==> src/sv/ogru_pkg.sv <==
// ============================================================================
// ogru_pkg: shared types and constants for the occupancy grid ray update
// Action codes, register indexes, field widths, controller states and the
// command/status structs that join the controller and the datapath.
// ============================================================================
package ogru_pkg;

    localparam int ACT_W    = 2;
    localparam int COORD_W  = 11;
    localparam int ODDS_W   = 8;
    localparam int CNT_W    = 12;
    localparam int GAIN_W   = 7;
    localparam int SIZE_W   = 9;
    localparam int CFG_IDX_W = 2;
    localparam int CFG_W    = 9;

    localparam logic [ACT_W-1:0] ACT_ENDPOINT = 2'd0;
    localparam logic [ACT_W-1:0] ACT_RAY      = 2'd1;
    localparam logic [ACT_W-1:0] ACT_READ     = 2'd2;

    localparam logic [CFG_IDX_W-1:0] CFG_HIT_ODDS    = 2'd0;
    localparam logic [CFG_IDX_W-1:0] CFG_MISS_ODDS   = 2'd1;
    localparam logic [CFG_IDX_W-1:0] CFG_GRID_WIDTH  = 2'd2;
    localparam logic [CFG_IDX_W-1:0] CFG_GRID_HEIGHT = 2'd3;

    localparam logic [GAIN_W-1:0] HIT_ODDS_RST    = 7'd3;
    localparam logic [GAIN_W-1:0] MISS_ODDS_RST   = 7'd1;
    localparam logic [SIZE_W-1:0] GRID_WIDTH_RST  = 9'd256;
    localparam logic [SIZE_W-1:0] GRID_HEIGHT_RST = 9'd256;

    localparam logic signed [ODDS_W-1:0] ODDS_MAX = 8'sd127;
    localparam logic signed [ODDS_W-1:0] ODDS_MIN = -8'sd127;

    typedef enum logic [2:0] {
        ST_CLEAR,
        ST_IDLE,
        ST_PT_RD,
        ST_PT_WR,
        ST_RAY_CHK,
        ST_RAY_RD,
        ST_RAY_WR,
        ST_DONE
    } t_state;

    typedef struct packed {
        logic clr;
        logic load;
        logic rd;
        logic pt_upd;
        logic ray_step;
        logic out_load;
    } t_dp_cmd;

    typedef struct packed {
        logic clr_done;
        logic at_end;
        logic next_at_end;
    } t_dp_status;

endpackage

==> src/sv/ogru_ctrl.sv <==
// ============================================================================
// ogru_ctrl: controller of the occupancy grid ray update
// Sequences the clearing pass, point updates, the ray walk and the result
// register, and drives the datapath through command signals.
// ============================================================================
module ogru_ctrl (
    input  logic                        i_clk,
    input  logic                        i_rst_n,
    input  logic                        i_in_valid,
    output logic                        o_in_ready,
    input  logic [ogru_pkg::ACT_W-1:0]  i_action,
    output logic                        o_out_valid,
    input  logic                        i_out_ready,
    input  ogru_pkg::t_dp_status        i_status,
    output ogru_pkg::t_dp_cmd           o_cmd
);
    import ogru_pkg::*;

    t_state r_state;
    t_state n_state;
    logic   r_out_valid;
    logic   n_out_valid;

    always_ff @(posedge i_clk) begin
        if (!i_rst_n) begin
            r_state     <= ST_CLEAR;
            r_out_valid <= 1'b0;
        end else begin
            r_state     <= n_state;
            r_out_valid <= n_out_valid;
        end
    end

    always_comb begin
        n_state     = r_state;
        n_out_valid = r_out_valid;
        o_cmd       = '0;
        if (r_out_valid && i_out_ready) begin
            n_out_valid = 1'b0;
        end
        case (r_state)
            ST_CLEAR: begin
                o_cmd.clr = 1'b1;
                if (i_status.clr_done) begin
                    n_state = ST_IDLE;
                end
            end
            ST_IDLE: begin
                if (i_in_valid) begin
                    o_cmd.load = 1'b1;
                    case (i_action)
                        ACT_ENDPOINT: n_state = ST_PT_RD;
                        ACT_READ:     n_state = ST_PT_RD;
                        ACT_RAY:      n_state = ST_RAY_CHK;
                        default:      n_state = ST_DONE;
                    endcase
                end
            end
            ST_PT_RD: begin
                o_cmd.rd = 1'b1;
                n_state  = ST_PT_WR;
            end
            ST_PT_WR: begin
                o_cmd.pt_upd = 1'b1;
                n_state      = ST_DONE;
            end
            ST_RAY_CHK: begin
                n_state = i_status.at_end ? ST_DONE : ST_RAY_RD;
            end
            ST_RAY_RD: begin
                o_cmd.rd = 1'b1;
                n_state  = ST_RAY_WR;
            end
            ST_RAY_WR: begin
                o_cmd.ray_step = 1'b1;
                n_state        = i_status.next_at_end ? ST_DONE : ST_RAY_RD;
            end
            ST_DONE: begin
                if (!r_out_valid || i_out_ready) begin
                    o_cmd.out_load = 1'b1;
                    n_out_valid    = 1'b1;
                    n_state        = ST_IDLE;
                end
            end
            default: begin
                n_state = ST_CLEAR;
            end
        endcase
    end

    assign o_in_ready  = (r_state == ST_IDLE);
    assign o_out_valid = r_out_valid;

    a_busy_after_accept: assert property (@(posedge i_clk) disable iff (!i_rst_n)
        i_in_valid && o_in_ready |=> !o_in_ready)
        else $error("request accepted while a request is in flight");

    a_cmd_exclusive: assert property (@(posedge i_clk) disable iff (!i_rst_n)
        $onehot0({o_cmd.clr, o_cmd.load, o_cmd.rd, o_cmd.pt_upd, o_cmd.ray_step,
                  o_cmd.out_load}))
        else $error("more than one datapath command at once");

    a_no_result_overwrite: assert property (@(posedge i_clk) disable iff (!i_rst_n)
        o_cmd.out_load |-> (!r_out_valid || i_out_ready))
        else $error("pending result overwritten");

endmodule

==> config.mk <==
export PLATFORM = sky130hd
export DESIGN_NAME = ogru_ctrl
export DESIGN_NICKNAME = d
export VERILOG_FILES = /design/src/sv/ogru_pkg.sv /design/src/sv/ogru_ctrl.sv
export SDC_FILE = /design/constraint.sdc
export NUM_CORES = 1
export LEC_CHECK = 0
export BUFFER_PORTS_ARGS = -buffer_cell sky130_fd_sc_hd__buf_4
export CAP_MARGIN = 20
export CORE_AREA = 2 2 39 41
export CTS_BUF_LIST = sky130_fd_sc_hd__clkbuf_4 sky130_fd_sc_hd__clkbuf_8
export CTS_CLUSTER_SIZE = 14
export DETAILED_ROUTE_END_ITERATION = 8
export DIE_AREA = 0 0 41 43
export PLACE_DENSITY = 0.44
export SYNTH_ARGS = -nofsm -noshare
export SYNTH_HDL_FRONTEND = slang
export SYNTH_SLANG_ARGS = --single-unit
==> constraint.sdc <==
create_clock -name i_clk -period 1.2 [get_ports i_clk]
set_clock_uncertainty 0.1 [all_clocks]
set_input_delay 0.12 -clock i_clk [delete_from_list [all_inputs] [get_ports i_clk]]
set_output_delay 0.12 -clock i_clk [all_outputs]
set_load 0.03 [all_outputs]
* Word-level counts from Yosys, hierarchy flattened *
Cells that the tools add are included.
W data, S select, Z words.

word-level totals
  bits in registers = 4
  logic and storage cells = 40
  output and inout port bits = 8
  bits of input ports = 9

operators by class
  reductions and logical operators = 8
  mux-type cells = 18
  eq/ne operators = 12

operators by type and width
  kind                  number
  $pmux W3 S8           1
  $eq A3 B3 Y1 const B  4
  $mux W1               11
  $mux W3               3
  $eq A3 B2 Y1 const B  2
  $ne A2 B2 Y1 const B  3
  $pmux W3 S2           1
  $mux W2               2
  $reduce_or A2 Y1      2
  $eq A3 B1 Y1 const B  1
  $logic_not A3 Y1      1
  $reduce_and A3 Y1     1
  $eq A2 B1 Y1 const B  1
  $eq A2 B2 Y1 const B  1
  $logic_not A2 Y1      1
  $logic_and A1 B1 Y1   1
  $logic_not A1 Y1      1
  $logic_or A1 B1 Y1    1

* Depth between registers and ports, before layout *
Gate-level depths: netlist of run 1.

  depth in word-level cells = 5
  gate-level depth with buffers = 5
  depth with buffers taken out = 4

* Least setup slack after synthesis of run 1 *
No wires, ideal clock.

  path type = register to output
  start point = register r_state[1]
  end point = output o_cmd[4] (netlist bit)
  required time = 0.980 ns
  data arrival time = 1.280 ns
  setup slack = -0.300 ns
  cell stages (with the launch flop) = 4
  buffers on the path = 1
  path through = dfxtp_1 buf_6 nor2_1 and2_1

RTL lines
  what                      RTL line         source
  start: declaration        ogru_ctrl.sv:19  t_state r_state;
  start signal: assignment  ogru_ctrl.sv:29  r_state <= n_state;
  end: declaration          ogru_ctrl.sv:15  output ogru_pkg::t_dp_cmd o_cmd

==> run summary, run 1 <==
max-cap check violation count -> 0
Final Util -> 45.8%
Crit. End Element -> output port
clk buf depth -> 2
Critical path buffers and inverters -> 2
H-tree Lvls -> 1
min Tclk post-route -> 1.31 ns
die height -> 43 µm
DR vias -> 397
max-slew violation count -> 0
ant diodes -> 0
Slew @ Worst Pin -> 0.182 ns
post-route antenna net violation count -> 0
Final setup viols -> 7
status -> complete, but fails checks
Max Clock Freq -> 766 MHz
clock share of power -> 31.7%
drt first pass iters -> 2
switch share -> 30.0%
syn nets -> 52
Synth area leader -> dfxtp_1
Num CTS Buffers -> 3
NumNets Final -> 82
P_sw -> 155 µW
Critical Path Source Type -> flop
Area Growth Syn to Fin -> 106%
placed cell count -> 78
sequential fraction of design power -> 29.7%
ys async rst share -> 0%
slowest stage delay, CP -> 0.41 ns
Crit Path Max Fanout -> 9
effective utilization at floorplan -> 22.2%
Post-Syn Instances -> 43
Tcrit/Tclk final -> 109%
combinational share of power -> 38.7%
share of the synthesized area in the top cell type -> 26.0%
vias in the first global route -> 397
CP Depth -> 4
CP delay by family, top -> flip-flops
top post-synthesis cells by area -> dfxtp_1 26%, nor2_1 9.8%, buf_6 7.3%
RSZ-0062 raised after global routing -> yes
most frequent cell after synthesis -> nor2_1
clk_lat worst skew -> 0.23 ns
Site Rows -> 14
Crit-path slowest cell -> dfxtp_4
DRT iter0 DRCs -> 1
setup_tns -> -0.565 ns
Post-synth EDFFs -> 0
core area -> 0.00138 mm²
Worst VDD drop -> 0.000435 V
gpl congestion -> 0.686
Pint -> 361 µW
mapped cell area -> 308 µm²
final cell count without fillers -> 87
die area -> 0.00176 mm²
dpl ws -> -0.0322 ns
gr usage total -> 13.3%
Via-to-Cell Ratio -> 4.56
syn avg cell area -> 7.16 µm²
clock-pin slew on the worst setup and hold paths -> 0.04 ns
ys flop type -> dfxtp_1
clock root buffer -> clkbuf_4
Worst Path Required -> 0.98 ns
CTS tree -> built
Reg2Reg Depth -> 6
global route overflow -> 0
chip width -> 41 µm
global-route wire length before repair -> 1630 µm
CP cell instances -> buf_4 > nand2b_4 > o22ai_2 > buf_6
WL final -> 928 µm
drt wl/cell -> 10.7 µm
Pwr Density -> 814 mW/mm²
Synth Register Bits -> 4
share of cells above drive strength 1 -> 66.2%
Hold WC Path Type -> in2reg
Yosys warnings -> 0
Hold Path Cell Cnt -> 2
Critical Path AT -> 1.09 ns
WS Path Type -> reg2out
slew margin rel. -> 87.8%
Remaining DRCs -> 0
Leak Pwr -> 0.290 nW
Synth cell types -> 20
final setup margin -> -0.105 ns
register area share after synthesis -> 26.0%
Commonest cells post-synth -> 8 x nor2_1, 6 x nand2_1, 4 x a21oi_1, 4 x dfxtp_1, 3 x nor2b_1
r2r setup slk -> -0.05 ns
number of buffers added on ports -> 16
largest net degree at the start of global routing -> 10
failing checks -> setup timing
final hold violation count -> 0
Final HPWL DP -> 650 µm
initial antenna violation count -> 0
I/O pins -> 17
clk sinks -> 4
[sequential cells by signal (all words and copies together) (netlist names)]
name and flops:
o_out_valid 1, r_state 3
[routing by layer]
layer	track usage [%]	vias to the layer above	part of all wire, %
met5	0	-	0
met4	8.00	0	1.5
met3	4.19	2	10
met2	20.3	15	51
met1	15.3	181	38
li1	-	199	-
[cells in the final DEF (no fill, tap or decap)]
| cell | instances |
|---|---|
| nand2_2 | 1 |
| and2_1 | 1 |
| buf_4 | 19 |
| nor2_4 | 1 |
| buf_6 | 8 |
| nor3b_2 | 1 |
| nand2b_4 | 2 |
| o22ai_2 | 1 |
| dfxtp_1 | 1 |
| nand3_4 | 1 |
| a211o_1 | 1 |
| dfxtp_4 | 2 |
| inv_1 | 1 |
| nor2_2 | 1 |
| nand3_1 | 1 |
| nor2b_2 | 1 |
| clkbuf_4 | 3 |
| buf_12 | 1 |
| o21ai_2 | 1 |
| nor2b_1 | 2 |
| a21oi_1 | 4 |
| nor2_1 | 6 |
| o22ai_1 | 1 |
| nand2_1 | 5 |
| inv_2 | 1 |
| a211oi_2 | 1 |
| nor3_2 | 1 |
| dfxtp_2 | 1 |
| o31a_1 | 1 |
[worst reg2reg max path: cells and delay by family (launching register included)]
family	cells	cell delay, ns
and+or+nand+nor	1	0.05
buffers and inverters	2	0.26
AOI/OAI and AO/OA	3	0.36
DFF	1	0.36
[cells by family (layout without fill, tap and decap cells)]
logic type             after synthesis  after routing  share of synthesized area (%)
AOI/OAI and AO/OA                   10             10                           21.9
DFF                                  4              4                           26.0
buffers and inverters                5             33                           12.2
and+or+nand+nor                     24             24                           39.8
[area by class of cell]
| cell class | instances | area (µm²) |
|---|---|---|
| fillers | 139 | 749 |
| multi-input cells | 34 | 243 |
| well taps | 16 | 20.0 |
| clock buffers | 3 | 22.5 |
| flip-flops and latches | 4 | 88.8 |
| repair buffers | 28 | 253 |
| inverters | 2 | 7.51 |
[power by group through the flow]
stage          clock, mW  sequential, mW  combinational, mW
3_3_place_gp           0           0.151              0.156
3_5_place_dp           0           0.151              0.156
2_1_floorplan          0           0.146              0.101
6_report           0.163           0.153              0.200
5_1_grt            0.189           0.155              0.216
4_1_cts            0.170           0.153              0.196
[through the flow]
stage / instance area, µm² / power [mW] / hold slack [ns]
6_report: 634 / 0.516 / 0.0484
5_1_grt: 634 / 0.560 / 0.0542
4_1_cts: 623 / 0.519 / 0.0449
3_5_place_dp: 487 / 0.307 / 0.289
3_3_place_gp: 487 / 0.307 / 0.288
2_1_floorplan: 332 / 0.247 / 0.148
[timing repair]
item	4_1_cts	5_1_grt
buffers inserted	5	1
endpoints found under the hold margin	0	0
hold buffers	0	0
resized for setup	17	1
setup endpoints to repair	8	8
pin swaps	4	0
[worst paths after layout]
check                   from           to
setup reg to reg  r_state[0]   r_state[1]
setup / recovery  r_state[1]     o_cmd[3]
hold reg to reg   r_state[1]   r_state[0]
hold / removal       i_rst_n  o_out_valid
Power figures use the tool's default switching activity.
==> run 2: changes to the inputs <==
Settings changed: CELL_PAD_IN_SITES_DETAIL_PLACEMENT set to 1, CELL_PAD_IN_SITES_GLOBAL_PLACEMENT set to 1, HOLD_SLACK_MARGIN set to 0.1, PLACE_DENSITY 0.44 to 0.62.
==> run summary, run 2 (synthesis gave the netlist of run 1 again) <==
CP cell instances -> buf_6 > nor3_2 > buf_4
post-route antenna net violation count -> 0
register with the most flip-flops -> r_state
core area -> 0.00138 mm²
initial antenna violation count -> 0
setup_tns -> -0.412 ns
Worst Path Required -> 0.98 ns
clock-pin slew on the worst setup and hold paths -> 0.03 ns
drt wl/cell -> 10.9 µm
R2R Path End -> r_state[1]
Critical Path Sink -> o_cmd[5]
drt first pass iters -> 1
largest net degree at the start of global routing -> 9
Remaining DRCs -> 0
Via-to-Cell Ratio -> 4.62
Final HPWL DP -> 682 µm
Placement Cell Area -> 479 µm²
clock root buffer -> clkbuf_4
global route overflow -> 0
final cell count without fillers -> 87
Slew @ Worst Pin -> 0.200 ns
gpl congestion -> 0.693
die height -> 43 µm
Design Area, Final -> 642 µm²
Crit. End Element -> output port
global-route wire length before repair -> 1570 µm
Hold Path Cell Cnt -> 4
vias in the first global route -> 418
number of buffers added on ports -> 16
NumNets Final -> 82
final setup margin -> -0.0946 ns
Area Growth Syn to Fin -> 109%
max-cap check violation count -> 0
die area -> 0.00176 mm²
r2r startpoint -> r_state[0]
Min Hold Slack -> 0.0847 ns
Fill cells -> 170
Pwr Density -> 804 mW/mm²
H-tree Lvls -> 1
DRT iter0 DRCs -> 0
clk_lat worst skew -> 0.23 ns
Critical Path AT -> 1.07 ns
Num CTS Buffers -> 3
Crit-path slowest cell -> dfxtp_4
Crit. Startpoint -> r_state[1]
clk buf depth -> 2
commonest non-fill, non-tap cell in the layout -> buf_4
CTS tree -> built
clk sinks -> 4
final hold violation count -> 0
Design Power -> 516 µW
max FFs per register -> 3
slowest stage delay, CP -> 0.38 ns
r2r setup slk -> -0.06 ns
Hold WC Path Type -> in2reg
placed cell count -> 77
min Tclk post-route -> 1.29 ns
WL final -> 944 µm
Final setup viols -> 6
most frequent cells in the layout -> 19 x buf_4, 8 x buf_6, 5 x nand2_1
Max Clock Freq -> 772 MHz
slew margin rel. -> 86.6%
failing checks -> setup timing
chip width -> 41 µm
Hold-fix buffers, CTS -> 1
effective utilization at floorplan -> 22.2%
I/O pins -> 17
ant diodes -> 0
Critical Path Source Type -> flop
WS Path Type -> reg2out
Crit Path Max Fanout -> 8
RSZ-0062 raised after global routing -> yes
Leak Pwr -> 0.289 nW
max-slew violation count -> 0
dpl ws -> -0.0434 ns
share of cells above drive strength 1 -> 69.0%
DR vias -> 402
Final Util -> 46.4%
status -> complete, but fails checks
Site Rows -> 14
Reg2Reg Depth -> 6
Tcrit/Tclk final -> 108%
gr usage total -> 13.4%
Worst VDD drop -> 0.000431 V
-- run 2: cell count changes in the layout (fill, tap and decap cells not counted) --
cell,change
nor2_1,-2
dlygate4sd3_1,+1
and2_4,+1
and2_1,-1
buf_12,-1
nor2_4,+2
-- run 2: where the power goes --
part           switching, mW  internal, mW  leakage, nW
clock network         0.0509         0.112       0.0138
registers             0.0102         0.140       0.0344
logic                 0.0962         0.108        0.241
-- run 2: cell type report --
type                       count  area, µm²  area share (%)
clock buffer                   3       22.5            3.51
inverter                       2       7.51            1.17
multi-input combinational     34        260            40.5
sequential                     4       88.8            13.8
tap                           16       20.0            3.12
timing repair buffer          28        243            37.8
-- run 2: worst min path at each step --
stage | startpoint | end | slack (ns)
floorplan | i_rst_n | r_state[0] | 0.15
global placement | i_rst_n | r_state[0] | 0.29
detailed placement | i_rst_n | o_out_valid | 0.29
CTS | i_out_ready | r_state[1] | 0.08
global route | i_out_ready | r_state[1] | 0.1
finish | i_out_ready | r_state[1] | 0.08
-- run 2: timing repair --
| action | in CTS | in global routing |
|---|---|---|
| setup endpoints to repair | 8 | 9 |
| hold endpoints to repair | 4 | 1 |
| gates resized for setup | 15 | 8 |
| pin swaps | 2 | 1 |
| buffers inserted | 5 | 1 |
| cloned | 0 | 0 |
-- run 2: routing by layer --
layer  share of wire [%]  vias to the layer above  track usage, %
li1                    -                      202               -
met1                  36                      181            13.1
met2                  55                       17            23.4
met3                 7.2                        2            3.14
met4                 1.5                        0            8.00
met5                   0                        -               0
-- run 2: critical path, delay by kind of cell (launching register included) --
kind,cells,cell delay [ns]
DFF,1,0.38
buffers and inverters,2,0.30
and+or+nand+nor,1,0.15
==> run 3: changes to the inputs <==
Settings changed: ABC_AREA set to 1, PLACE_DENSITY 0.62 to 0.68.
==> run summary, run 3 <==
die height -> 43 µm
Critical Path AT -> 1.10 ns
Adder-Cell Fraction of Synth Area -> 0%
final setup margin -> -0.124 ns
syn avg cell area -> 5.60 µm²
CP cell instances -> nand2_4 > nor2_4 > inv_2 > nor2_4 > buf_6
FF+latch area -> 90.1 µm²
global-route wire length before repair -> 2190 µm
global route overflow -> 0
Post-Syn Instances -> 59
max-slew violation count -> 0
Hold WC Path Type -> in2reg
Leak Pwr -> 0.368 nW
clk_lat worst skew -> 0.25 ns
dpl ws -> -0.0477 ns
post-route antenna net violation count -> 0
commonest non-fill, non-tap cell in the layout -> buf_4
largest net degree at the start of global routing -> 8
Tcrit/Tclk final -> 110%
ys async rst share -> 0%
Synth area leader -> dfxtp_1
effective utilization at floorplan -> 23.9%
Remaining DRCs -> 0
Post-synth EDFFs -> 0
core area -> 0.00138 mm²
most frequent cell after synthesis -> nand2_1
syn nets -> 68
die area -> 0.00176 mm²
Most common cell on crit path -> nor2_4
Area Growth Syn to Fin -> 103%
Crit Path Max Fanout -> 6
max-cap check violation count -> 0
WS Path Type -> reg2out
clock-pin slew on the worst setup and hold paths -> 0.04 ns
gpl congestion -> 0.743
WL final -> 1330 µm
Placement Cell Area -> 492 µm²
H-tree Lvls -> 1
vias in the first global route -> 503
drt first pass iters -> 2
placed cell count -> 93
Fill cells -> 188
gr usage total -> 18.8%
Critical path buffers and inverters -> 2
top post-synthesis cells by area -> dfxtp_1 24%, nand2_1 15%, inv_1 14%
Min Hold Slack -> 0.0918 ns
Synth cell types -> 15
share of cells above drive strength 1 -> 55.8%
footprint of the multi-input gates -> 260 µm²
ant diodes -> 0
final cell count without fillers -> 102
Max Clock Freq -> 755 MHz
Crit. End Element -> output port
DR vias -> 474
chip width -> 41 µm
CTS tree -> built
mux cell area share after synthesis -> 0%
min Tclk post-route -> 1.32 ns
I/O pins -> 17
Pwr Density -> 889 mW/mm²
clk sinks -> 4
NumNets Final -> 97
status -> complete, but fails checks
Worst Path Required -> 0.98 ns
max FFs per register -> 3
Final setup viols -> 10
Num CTS Buffers -> 3
CP delay by family, top -> flip-flops
share of the synthesized area in the top cell type -> 24.2%
initial antenna violation count -> 0
Commonest cells post-synth -> 13 x nand2_1, 12 x inv_1, 11 x nor2_1
Synth Register Bits -> 4
Yosys warnings -> 0
Critical Path Source Type -> flop
register with the most flip-flops -> r_state
drt wl/cell -> 13.1 µm
post-synthesis xor/xnor area fraction -> 0%
Site Rows -> 14
DRT iter0 DRCs -> 3
largest family of logic cells by synthesized area -> simple AND/OR/NAND/NOR gates
Via-to-Cell Ratio -> 4.65
Crit-path slowest cell -> dfxtp_4
ys flop type -> dfxtp_1
mapped cell area -> 330 µm²
Synth Area in Compound Gates -> 8.71%
Design Area, Final -> 671 µm²
failing checks -> setup timing
Worst VDD drop -> 0.000379 V
slowest stage delay, CP -> 0.41 ns
clock root buffer -> clkbuf_4
slew margin rel. -> 81.9%
register area share after synthesis -> 24.2%
number of buffers added on ports -> 16
RSZ-0062 raised after global routing -> yes
setup_tns -> -0.573 ns
most frequent cells in the layout -> 13 x buf_4, 11 x nand2_1, 9 x inv_1
Final HPWL DP -> 851 µm
final hold violation count -> 0
area fraction in and, or, nand and nor cells after synthesis -> 51.1%
Slew @ Worst Pin -> 0.271 ns
clk buf depth -> 2
[run 3: cell count changes in the layout (fill, tap and decap cells not counted), sizes merged, moves of 3 or more]
cell	change
buf	-6
nor2	+6
nor2b	-3
nand3	+4
nand2	+9
inv	+12
[run 3: logic make-up after synthesis]
kind of cell / after synthesis
AND/OR/NAND/NOR: 36
flip-flops: 4
AO/OA/AOI/OAI: 5
buffers and inverters: 14
[run 3: report_power, final]
group	switching [mW]	total, mW	internal (mW)
Clock	0.0719	0.185	0.113
Sequential	0.0197	0.161	0.141
Combinational	0.135	0.250	0.115
[run 3: through the flow]
stage               power, mW  utilization, %
floorplan               0.260               -
global placement        0.331            35.5
detailed placement      0.333            35.5
CTS                     0.575            45.9
global route            0.626            48.5
finish                  0.596            48.5
[run 3: metal layers]
metal	part of all wire [%]	wire length, µm	GRT usage [%]
met4	2.0	27	10.0
met3	2.5	33	3.14
met1	40	535	21.5
met5	0	0	0
met2	55	737	30.9
[run 3: path summary, 6_finish.rpt]
kind | startpoint | end | slack, ns | cells after the start
worst max register to register | r_state[1] | r_state[1] | -0.04 | 7
worst min register to register | o_out_valid | r_state[2] | 0.51 | 4
worst min-delay path | i_out_ready | r_state[2] | 0.09 | 4
worst max-delay path | r_state[1] | o_cmd[0] | -0.12 | 5
[run 3: area by class of cell]
type                            instances  area share, %
Multi-Input combinational cell         41           38.8
Timing Repair Buffer                   24           32.5
Sequential cell                         4           13.4
Inverter                               14           8.96
Clock buffer                            3           3.36
Tap cell                               16           2.99
[run 3: worst reg2reg max path, cell delays in order (launching register included)]
cell     delay (ns)
dfxtp_4        0.38
buf_6          0.12
nand3_1        0.09
nand2_1        0.07
nor2_1         0.13
nand2_1        0.10
nand2_1        0.08
a21oi_2        0.05
[run 3: what timing repair did]
| action | CTS | global route |
|---|---|---|
| cloned | 0 | 0 |
| gates resized for setup | 22 | 11 |
| hold endpoints to repair | 4 | 0 |
| setup buffers | 3 | 0 |
| endpoints found under the setup margin | 9 | 10 |
| hold buffers | 3 | 0 |
| pin swaps | 1 | 6 |
